$ cat config.mk
export PLATFORM = sky130hd
export DESIGN_NAME = id_length_frame_deframer
export DESIGN_NICKNAME = d
export VERILOG_FILES = /design/src/rtl/idf_pkg.sv /design/src/rtl/idf_parser.sv /design/src/rtl/id_length_frame_deframer.sv
export SDC_FILE = /design/constraint.sdc
export NUM_CORES = 1
export LEC_CHECK = 0
export BUFFER_PORTS_ARGS = -buffer_cell sky130_fd_sc_hd__buf_2
export CORE_MARGIN = 2
export CORE_UTILIZATION = 37
export DETAILED_ROUTE_END_ITERATION = 8
export PLACE_DENSITY = 0.64
export SYNTH_ARGS = -nofsm -noshare
export SYNTH_HDL_FRONTEND = slang
export SYNTH_SLANG_ARGS = --single-unit
$ cat constraint.sdc
create_clock -name clock -period 12.3 [get_ports clock]
set_input_delay 2.46 -clock clock [delete_from_list [all_inputs] [get_ports clock]]
set_output_delay 2.46 -clock clock [all_outputs]
set_load 0.03 [all_outputs]
$ cat src/rtl/idf_pkg.sv
// package: payload and config types, register indexes, status and phase codes
`timescale 1ns / 1ps

package idf_pkg;

   // register indexes on the csr port
   localparam int unsigned CsrIdxWidth = 3;
   localparam logic [CsrIdxWidth-1:0] REG_TIMEOUT_MS = 3'd0;
   localparam logic [CsrIdxWidth-1:0] REG_ID_0       = 3'd1;
   localparam logic [CsrIdxWidth-1:0] REG_ID_1       = 3'd2;
   localparam logic [CsrIdxWidth-1:0] REG_ID_2       = 3'd3;
   localparam logic [CsrIdxWidth-1:0] REG_ID_3       = 3'd4;
   localparam int unsigned CsrDataWidth = 16;

   // register reset values
   localparam logic [15:0] TIMEOUT_RESET = 16'd2500;
   localparam logic [7:0]  ID_0_RESET    = 8'h31;
   localparam logic [7:0]  ID_1_RESET    = 8'h32;
   localparam logic [7:0]  ID_2_RESET    = 8'h33;
   localparam logic [7:0]  ID_3_RESET    = 8'h34;

   // result status codes
   localparam logic [1:0] ST_BYTE  = 2'd0;
   localparam logic [1:0] ST_LAST  = 2'd1;
   localparam logic [1:0] ST_EMPTY = 2'd2;
   localparam logic [1:0] ST_ABORT = 2'd3;

   // parser phase
   typedef enum logic [3:0] {
      PH_IDLE   = 4'b0001,
      PH_LEN_LO = 4'b0010,
      PH_LEN_HI = 4'b0100,
      PH_DATA   = 4'b1000
   } phase_type;

   typedef struct packed {
      logic [7:0]  rx_byte;
      logic [31:0] now_ms;
   } req_type;

   typedef struct packed {
      logic [1:0]  status;
      logic [7:0]  frame_id;
      logic [7:0]  payload_byte;
      logic [15:0] frame_length;
   } rsp_type;

   typedef struct packed {
      logic [15:0] timeout_ms;
      logic [7:0]  accepted_id_0;
      logic [7:0]  accepted_id_1;
      logic [7:0]  accepted_id_2;
      logic [7:0]  accepted_id_3;
   } cfg_type;

endpackage

$ cat src/rtl/idf_parser.sv
// frame parser: phase state, length tracking, timeout check and result decode
`timescale 1ns / 1ps

module idf_parser (
   input  logic             clock,
   input  logic             reset,
   input  idf_pkg::cfg_type cfg,
   input  idf_pkg::req_type beat,
   input  logic             step_en,
   output logic             res_valid,
   output idf_pkg::rsp_type res
);
   import idf_pkg::*;

   phase_type   phase_ff, phase_in;
   logic [7:0]  cur_id_ff, cur_id_in;
   logic [15:0] decl_ff, decl_in;
   logic [15:0] count_ff, count_in;
   logic [31:0] start_ff, start_in;
   logic        armed_ff, armed_in;

   logic [31:0] elapsed;
   logic        expired;
   phase_type   phase_eff;
   logic [15:0] count_eff;
   logic        armed_eff;
   logic        id_match;

   // timeout check against the stamp of the id beat
   assign elapsed  = beat.now_ms - start_ff;
   assign expired  = armed_ff && (elapsed > {16'd0, cfg.timeout_ms});
   assign id_match = (beat.rx_byte == cfg.accepted_id_0) ||
                     (beat.rx_byte == cfg.accepted_id_1) ||
                     (beat.rx_byte == cfg.accepted_id_2) ||
                     (beat.rx_byte == cfg.accepted_id_3);

   // state after a possible abort, then the beat is parsed from there
   always_comb begin
      phase_eff = expired ? PH_IDLE : phase_ff;
      count_eff = expired ? 16'd0 : count_ff;
      armed_eff = expired ? 1'b0 : armed_ff;

      phase_in  = phase_eff;
      cur_id_in = cur_id_ff;
      decl_in   = decl_ff;
      count_in  = count_eff;
      start_in  = start_ff;
      armed_in  = armed_eff;

      res_valid        = 1'b0;
      res.status       = ST_ABORT;
      res.frame_id     = cur_id_ff;
      res.payload_byte = 8'd0;
      res.frame_length = decl_ff;

      // abort of an open frame
      if (expired && (phase_ff != PH_IDLE)) begin
         res_valid = 1'b1;
      end

      unique case (phase_eff)
         PH_IDLE: begin
            if (id_match) begin
               cur_id_in = beat.rx_byte;
               decl_in   = 16'd0;
               count_in  = 16'd0;
               start_in  = beat.now_ms;
               armed_in  = 1'b1;
               phase_in  = PH_LEN_LO;
            end
         end
         PH_LEN_LO: begin
            decl_in  = {8'd0, beat.rx_byte};
            phase_in = PH_LEN_HI;
         end
         PH_LEN_HI: begin
            decl_in  = {beat.rx_byte, decl_ff[7:0]};
            count_in = 16'd0;
            if (decl_in == 16'd0) begin
               res_valid        = 1'b1;
               res.status       = ST_EMPTY;
               res.frame_length = decl_in;
               phase_in         = PH_IDLE;
               armed_in         = 1'b0;
            end else begin
               phase_in = PH_DATA;
            end
         end
         PH_DATA: begin
            count_in         = count_eff + 16'd1;
            res_valid        = 1'b1;
            res.payload_byte = beat.rx_byte;
            if (count_in >= decl_ff) begin
               res.status = ST_LAST;
               phase_in   = PH_IDLE;
               count_in   = 16'd0;
               armed_in   = 1'b0;
            end else begin
               res.status = ST_BYTE;
            end
         end
         default: begin
            phase_in = PH_IDLE;
            armed_in = 1'b0;
         end
      endcase
   end

   // control state
   always_ff @(posedge clock) begin
      if (reset) begin
         phase_ff <= PH_IDLE;
         armed_ff <= 1'b0;
         count_ff <= 16'd0;
         cur_id_ff <= 8'd0;
         decl_ff  <= 16'd0;
         start_ff <= 32'd0;
      end else if (step_en) begin
         phase_ff <= phase_in;
         armed_ff <= armed_in;
         count_ff <= count_in;
         cur_id_ff <= cur_id_in;
         decl_ff  <= decl_in;
         start_ff <= start_in;
      end
   end

   // timer runs exactly while a frame is open
   a_armed_open: assert property (@(posedge clock) disable iff (reset)
      armed_ff == (phase_ff != PH_IDLE))
      else $error("timer armed state disagrees with frame phase");

   // data phase never has counted the whole frame yet
   a_count_below: assert property (@(posedge clock) disable iff (reset)
      (phase_ff == PH_DATA) |-> (count_ff < decl_ff))
      else $error("byte count reached declared length inside data phase");

   // an empty-frame result carries zero length
   a_empty_len: assert property (@(posedge clock) disable iff (reset)
      (res_valid && (res.status == ST_EMPTY)) |-> (res.frame_length == 16'd0))
      else $error("empty-frame result with nonzero length");

endmodule

$ cat src/rtl/id_length_frame_deframer.sv
// top level: input register, csr registers, parser and result register
`timescale 1ns / 1ps

// channel | ports                             | beat
// req     | req_valid, req_stall, req_data    | one received byte with its ms stamp
// rsp     | rsp_valid, rsp_stall, rsp_data    | one result (payload, last, empty, abort)
// csr     | csr_valid, csr_ready, csr_index,  | one register write, csr_ready always high
//         | csr_data                          |
//
// one byte per cycle sustained while no result is held by rsp_stall: a beat waits in the input
// register, is parsed there and its result is registered in the result register.
// the limit is the single parser step, a 32-bit subtract and compare plus a 16-bit count.
// a beat that gives no result never waits on the result side.
// reset is synchronous; it returns the parser to idle and the registers to defaults.
// rsp_stall holds the result register; req_stall rises only when the parsed beat
// would give a result and the result register is full and stalled.

module id_length_frame_deframer (
   input  logic                                clock,
   input  logic                                reset,
   input  logic                                req_valid,
   output logic                                req_stall,
   input  idf_pkg::req_type                    req_data,
   output logic                                rsp_valid,
   input  logic                                rsp_stall,
   output idf_pkg::rsp_type                    rsp_data,
   input  logic                                csr_valid,
   output logic                                csr_ready,
   input  logic [idf_pkg::CsrIdxWidth-1:0]     csr_index,
   input  logic [idf_pkg::CsrDataWidth-1:0]    csr_data
);
   import idf_pkg::*;

   cfg_type cfg_ff;
   logic    in_valid_ff;
   req_type in_data_ff;
   logic    out_valid_ff;
   rsp_type out_data_ff;

   logic    res_valid;
   rsp_type res;
   logic    out_free;
   logic    step_en;
   logic    req_take;

   // csr writes
   assign csr_ready = 1'b1;

   always_ff @(posedge clock) begin
      if (reset) begin
         cfg_ff.timeout_ms    <= TIMEOUT_RESET;
         cfg_ff.accepted_id_0 <= ID_0_RESET;
         cfg_ff.accepted_id_1 <= ID_1_RESET;
         cfg_ff.accepted_id_2 <= ID_2_RESET;
         cfg_ff.accepted_id_3 <= ID_3_RESET;
      end else if (csr_valid && csr_ready) begin
         unique case (csr_index)
            REG_TIMEOUT_MS: cfg_ff.timeout_ms    <= csr_data;
            REG_ID_0:       cfg_ff.accepted_id_0 <= csr_data[7:0];
            REG_ID_1:       cfg_ff.accepted_id_1 <= csr_data[7:0];
            REG_ID_2:       cfg_ff.accepted_id_2 <= csr_data[7:0];
            REG_ID_3:       cfg_ff.accepted_id_3 <= csr_data[7:0];
            default: ;
         endcase
      end
   end

   // parser
   idf_parser u_parser (
      .clock     (clock),
      .reset     (reset),
      .cfg       (cfg_ff),
      .beat      (in_data_ff),
      .step_en   (step_en),
      .res_valid (res_valid),
      .res       (res)
   );

   // handshake between the two registers
   assign out_free  = !out_valid_ff || !rsp_stall;
   assign step_en   = in_valid_ff && (!res_valid || out_free);
   assign req_stall = in_valid_ff && !step_en;
   assign req_take  = req_valid && !req_stall;

   // input register
   always_ff @(posedge clock) begin
      if (reset) begin
         in_valid_ff <= 1'b0;
      end else if (req_take) begin
         in_valid_ff <= 1'b1;
      end else if (step_en) begin
         in_valid_ff <= 1'b0;
      end
   end

   always_ff @(posedge clock) begin
      if (req_take) begin
         in_data_ff <= req_data;
      end
   end

   // result register
   always_ff @(posedge clock) begin
      if (reset) begin
         out_valid_ff <= 1'b0;
      end else if (step_en && res_valid) begin
         out_valid_ff <= 1'b1;
      end else if (!rsp_stall) begin
         out_valid_ff <= 1'b0;
      end
   end

   always_ff @(posedge clock) begin
      if (step_en && res_valid) begin
         out_data_ff <= res;
      end
   end

   assign rsp_valid = out_valid_ff;
   assign rsp_data  = out_data_ff;

   // a result never overwrites one still held by a stall
   a_no_overwrite: assert property (@(posedge clock) disable iff (reset)
      (step_en && res_valid) |-> !(out_valid_ff && rsp_stall))
      else $error("result register overwritten while stalled");

   // a parsed beat with no result always leaves the input register
   a_no_result_moves: assert property (@(posedge clock) disable iff (reset)
      (in_valid_ff && !res_valid) |-> step_en)
      else $error("beat without result held in input register");

   // a held result register was filled by a parser step
   a_fill_source: assert property (@(posedge clock) disable iff (reset)
      ($rose(out_valid_ff)) |-> $past(step_en && res_valid))
      else $error("result register set without a parser result");

endmodule
==> run metrics, run 1 <==
H-tree depth=1; clk_lat worst skew=between 0.5 and 0.6 ns; Sw Pwr=between 0.0004 and 0.0005 W; WL per Instance=around 17 microns; skew final=roughly 0.018 ns; root buf cell=clkbuf_16; CTS buffer count=23; Iter 0 DRT Violations=640; met3 usage=1.876%; Total GRT Usage=between 10% and 20%; number of synthesized flops with an enable pin=74; most used flip-flop cell after synthesis=dfxtp_1; Worst-Margin Slew=approximately 1.1 ns; total number of vias=roughly 9,000; post-synthesis simple-gate area fraction=17.74%; ant diodes=0; Initial Util=a little under two fifths; critical-path maximum fanout=11; type of origin of the critical path=flop; final count of negative-setup-slack endpoints=0; Syn Inst Count=about 1,200; fmax=about 120 MHz; crit share post-route=69.88%; Seq cells post-synth=~200; DRT Pass-1 Iters=5; peak supply drop=around 0.0001 V; Slew HR=roughly 27%; I/O pin count=between 100 and 150; Mapped Area=~11,000 sq um; Via density=roughly 5.3; wirelength, routed=approximately 28,000 microns; clock share of power=between 40% and 50%; CP Data Required Time=roughly 10 ns; initial antenna violation count=0; Setup Total Neg Slack=0 ns; Synth Area in Adders=7.326%; # rows=63; Max Cap Viol=0; core area=29,720 sq um; slowest CP cell=a2bb2oi_1; post-layout min period=about 8.6 ns; cell area after layout=12,760 sq um; layout cells sized above 1=12.83%; area leader, netlist=dfxtp_1; met2 GRT Util=between 20 and 30%; Synth cell types=86; Fin. Hold Viols=0; multiplexer share of the synthesized area=5.193%; P per Cell Area=between 100 and 150 nW/um^2; clk buf depth=3; switch share=between 20 and 30%; Layout area overhead=13.89%; total gr overflow=0; Seq/Total Area, Yosys=approximately 43%; TritonCTS Sinks=~200; vias in the first global route=between 8,000 and 9,000; main combinational cell family by area after synthesis=simple AND/OR/NAND/NOR gates; Placed Area=between 10,000 and 15,000 sq um; Combinational Power Share=a little under an eighth; WS Path Type=reg -> out; die area=roughly 32,000 sq um; post_cts resized=0; cell internal pwr=around 0.0012 W; pin count of the biggest net entering global routing=55; setup bufs post-CTS=0; Clock transition at path regs=approximately 0.060 ns; CP arrival=6.13 ns; GR peak layer=met2; synth top area cells=dfxtp_1, edfxtp_1, ha_1; Reg power frac=between 40 and 50%; RD Place Congestion=just over 0.9; CP cell instances=ha_1, o211ai_1, a21o_1, nand2_1, nand3_1, nand2_1, a21o_1, a21o_1, a21oi_1, xnor2_1, ha_1, nand4_1, nor4_1, and4_1, a31oi_1, inv_1, nand4_1, a2111o_1, nor4_4, a2bb2oi_1, nor2_1, buf_2; commonest non-fill, non-tap cell in the layout=nand2_1; PortBufs=approximately 100; post-synth top area share=22.69%; status=finished clean; cell leakage power=slightly below 5 nW; multi-input logic area=5923 sq um; dpl hpwl=20,360 microns; max-slew violations=0; first-pass GRT wire length=about 45,000 microns; Die Wd=178.0 microns; Synth Warn #=0; syn nets=around 1,300; Sequential Area=4765 sq um; Synth Area in XOR/XNOR=5.237%; Compound-Gate Fraction of Synth Area=around 17%; Worst Hold Class=reg -> reg; routing usage on met1=23.38%; die outline height=about 180 microns; Remaining DRCs=0; Fillers=about 2,900; Final ANT Viol Nets=0; Avg Cell Area, Syn=approximately 9 sq um; most frequent cells in the layout=nand2_1, dfxtp_1, buf_2; Crit path largest cell delay=around 0.9 ns; Post-synth ARST share=0%; cell mode on critical path=a21o_1; CTS tree=done; # nets final=1,414; crit end category=output pin; hold buffer count at cts=0; RSZ-0062 raised after global routing=false
synthesized netlist by cell type (all sizes together), types with 9 or more instances:
| master | instances |
|---|---|
| a21o | 18 |
| a21oi | 80 |
| a22o | 14 |
| a31oi | 18 |
| and2 | 18 |
| and3 | 17 |
| buf | 19 |
| clkbuf | 40 |
| dfxtp | 127 |
| edfxtp | 74 |
| ha | 64 |
| inv | 74 |
| mux2i | 57 |
| nand2 | 193 |
| nand2b | 11 |
| nand3 | 27 |
| nand4 | 18 |
| nor2 | 60 |
| nor2b | 9 |
| nor3 | 17 |
| nor4 | 15 |
| o211ai | 10 |
| o21a | 13 |
| o21ai | 36 |
| o32ai | 9 |
| xnor2 | 38 |
| xor2 | 29 |
path summary, 6_finish.rpt:
| path | from | endpoint | slack (ns) | cells past startpoint |
|---|---|---|---|---|
| worst max register to register | in_data_ff[2] | u_parser.count_ff[2] | 3.78 | 35 |
| worst min register to register | u_parser.cur_id_ff[2] | rsp_data[26] | 0.43 | 0 |
| worst max-delay path | in_data_ff[2] | req_stall | 3.71 | 22 |
| worst min-delay path | u_parser.cur_id_ff[2] | rsp_data[26] | 0.43 | 0 |
flip-flops by register name, indices dropped and copies added, names as in the netlist, 4 cells and up:
name	count
u_parser.phase_ff	4
u_parser.decl_ff	16
rsp_data	34
in_data_ff	40
u_parser.cur_id_ff	8
cfg_ff	48
u_parser.start_ff	32
u_parser.count_ff	16
power groups by stage:
stage          combinational (W)  sequential [W]  clock [W]
2_1_floorplan           0.000142        0.000725          0
3_3_place_gp            0.000184        0.000736          0
3_5_place_dp            0.000187        0.000737          0
4_1_cts                 0.000188        0.000722   0.000701
5_1_grt                 0.000210        0.000724   0.000726
6_report                0.000189        0.000722   0.000686
worst max-delay path, delay by kind of cell, from the launching register on:
kind / cells / cell delay (ns)
adders and majority gates: 2 / 0.66
DFF: 1 / 0.39
buffers and inverters: 2 / 0.35
AOI/OAI and AO/OA: 8 / 2.36
xor gates and xnor gates: 1 / 0.10
and+or+nand+nor: 9 / 1.74
logic make-up (layout without fill, tap and decap cells):
| kind of cell | Yosys count | count (layout) |
|---|---|---|
| AND/OR/NAND/NOR | 416 | 416 |
| AO/OA/AOI/OAI | 271 | 271 |
| buffers and inverters | 134 | 223 |
| multiplexers | 58 | 58 |
| flip-flops | 201 | 201 |
| other | 1 | 1 |
| XOR/XNOR | 67 | 67 |
| adder cells (fa/ha/maj) | 65 | 65 |
metrics by stage:
stage / util, % / setup WS [ns] / hold WS, ns / total power, W / cells
2_1_floorplan: - / 4.341 / 0.4081 / 0.0008670 / 1213
3_3_place_gp: 40.40 / 4.198 / 0.4155 / 0.0009206 / 1650
3_5_place_dp: 40.40 / 3.898 / 0.4192 / 0.0009233 / 1650
4_1_cts: 42.94 / 3.774 / 0.4324 / 0.001612 / 1692
5_1_grt: 42.94 / 3.177 / 0.4514 / 0.001661 / 1692
6_report: 42.94 / 3.705 / 0.4284 / 0.001597 / 1692
area by class of cell:
class / count / area share (%)
clock inverter: 12 / 0.9609
sequential: 201 / 37.34
timing repair buffer: 106 / 4.295
tap: 390 / 3.824
inverter: 75 / 2.216
clock buffer: 30 / 4.951
multi-input combinational: 878 / 46.42
per-layer routing:
metal	part of all wire (%)	vias up	wire length, microns
met5	0	-	0
met4	2.7	0	769
met2	47	250	13200
li1	-	4494	-
met1	45	4172	12660
met3	5.1	45	1442
Power figures use the tool's default switching activity.
==> run 2: changes to the inputs <==
- clock period: 12.3 -> 8.5 ns (I/O delays scaled with it)
==> run 2 against run 1 <==
Clock skew increased by 0.0017 ns. Clock-buffer cell count fell by 1. Sequential power rose by 44%. Global-route usage is 0.18 points higher. Via count up 2.2%. Non-clock buffer count grew 3. Largest cell class unchanged. Largest power group unchanged. Highest routed layer unchanged.
==> run metrics, run 2 (synthesis gave the netlist of run 1 again) <==
status=finished clean; Layout area overhead=14.35%; Worst-Margin Slew=1.045 ns (-0.04117 ns); TritonCTS Sinks=201 (unchanged); CP Data Required Time=8.96 ns (-0.88 ns); worst r2r src=in_data_ff[0]; hold buffer count at cts=0 (unchanged); Max Cap Viol=0 (unchanged); reg2reg setup slack=0.62 ns (-3.16 ns); most frequent cells in the layout=nand2_1, dfxtp_1, buf_2; Final ANT Viol Nets=0 (unchanged); PortBufs=99 (unchanged); pin count of the biggest net entering global routing=56 (+1.8%); reg2reg end=u_parser.count_ff[2]; Crit path largest cell delay=0.55 ns (-0.37 ns); ant diodes=0 (unchanged); Slew HR=30.08% (+2.8 points); post-layout min period=between 7 and 8 ns; Initial Util=37.70% (unchanged); clk buf depth=3 (unchanged); Iter 0 DRT Violations=623 (-2.7%); total gr overflow=0 (unchanged); Remaining DRCs=0 (unchanged); first-pass GRT wire length=45,070 microns (+1.2%); WS Path Type=reg -> reg; slowest CP cell=or4b_1; Sequential Area=4765 sq um (unchanged); max-slew violations=0 (unchanged); WL per Instance=16.65 microns (+0.36%); I/O pin count=101 (unchanged); crit share post-route=just over 90%; Worst Hold Class=reg -> reg; cell leakage power=4.890 nW (+0.27%); largest register by flop count=cfg_ff; clk_lat worst skew=0.53 ns (about the same); total number of vias=9,161 (+2.2%); H-tree depth=1 (unchanged); skew final=0.01929 ns (+0.001678 ns); commonest non-fill, non-tap cell in the layout=nand2_1; post-layout utilization of the core=43.11% (+0.17 points); P per Cell Area=178.3 nW/um^2 (+42%); multi-input logic area=5967 sq um (+0.74%); Setup Total Neg Slack=0 ns (unchanged); DRT Pass-1 Iters=5 (unchanged); # rows=63 (unchanged); Fin Hold WS=0.4258 ns (-0.002582 ns); Fillers=2,907 (+0.48%); # nets final=1,417 (+0.21%); initial antenna violation count=0 (unchanged); peak supply drop=0.0001763 V (+80%); Clock transition at path regs=0.06 ns (about the same); final count of negative-setup-slack endpoints=0 (unchanged); critical-path maximum fanout=9 (-2); worst reg2reg path depth=32 (-8.6%); max reg flops=48 (unchanged); Total GRT Usage=17.74% (+0.18 points); Die Wd=178.0 microns (unchanged); Via density=5.405 (+2.1%); critical path startpoint=in_data_ff[0]; CTS buffer count=23 (unchanged); type of origin of the critical path=flop; root buf cell=clkbuf_16; RSZ-0062 raised after global routing=false; cell area after layout=12,810 sq um (+0.40%); crit path to=u_parser.count_ff[2]; core area=29,720 sq um (unchanged); die outline height=178.0 microns (unchanged); fmax=about 130 MHz; layout cells sized above 1=13.72% (+0.89 points); dpl hpwl=20,550 microns (+0.92%); vias in the first global route=8,676 (+2.1%); wirelength, routed=28,230 microns (+0.53%); Placed Area=12,030 sq um (+0.19%); die area=31,690 sq um (unchanged); CTS tree=done; crit end category=flop; RD Place Congestion=0.9375 (+0.75%); Fin. Hold Viols=0 (unchanged); CP arrival=8.34 ns (+2.21 ns)
[run 2: changes by cell type in the layout (fill, tap and decap cells not counted), moves of 2 or more]
cell      previous run  this run
a21oi_1             78        76
clkinv_2             4         6
buf_4                7        10
clkinv_1             5         3
[run 2: timing repair]
item,CTS,global route
setup endpoints to repair,0,16
buffers inserted,0,0
resized for setup,0,9
[run 2: area by class of cell]
type	count	area share, %
inverter	75	2.207
timing repair buffer	109	4.453
tap	390	3.809
sequential	201	37.19
multi-input combinational	878	46.57
clock buffer	29	4.902
clock inverter	13	0.8691
[run 2: worst min path at each step]
stage | end | depth (start not counted) | start
4_1_cts | rsp_data[25] | 0 | u_parser.cur_id_ff[1]
6_report | rsp_data[25] | 0 | u_parser.cur_id_ff[1]
3_5_place_dp | rsp_data[25] | 0 | u_parser.cur_id_ff[1]
3_3_place_gp | rsp_data[28] | 0 | u_parser.cur_id_ff[4]
2_1_floorplan | rsp_data[24] | 0 | u_parser.cur_id_ff[0]
5_1_grt | rsp_data[25] | 0 | u_parser.cur_id_ff[1]
[run 2: worst max-delay path: cells and delay by family, from the launching register on]
kind,cells,cell delay (ns)
compound gates,11,2.22
xor+xnor,1,0.15
fa+ha+maj,5,1.46
buf+inv,1,0.05
flops,1,0.34
simple gates,14,3.59
[run 2: power breakdown]
part / internal (W) / switching [W]
Clock: 0.000558 / 0.000406
Sequential: 0.00102 / 0.0000256
Combinational: 0.000108 / 0.000166
[run 2: stage by stage]
| stage | power, W | instances | setup slack [ns] |
|---|---|---|---|
| after floorplan | 0.001255 | 1213 | 0.5408 |
| after global placement | 0.001333 | 1653 | 0.6356 |
| after detailed placement | 0.001337 | 1653 | 0.3104 |
| after CTS | 0.002308 | 1695 | 0.2930 |
| after global routing | 0.002381 | 1695 | 0.01538 |
| final | 0.002284 | 1695 | 0.6206 |
[run 2: layer usage]
layer / global-route usage [%] / part of all wire, %
met5: 0 / 0
met1: 23.50 / 45
met4: 6.523 / 3.5
met2: 29.73 / 46
met3: 2.110 / 4.7
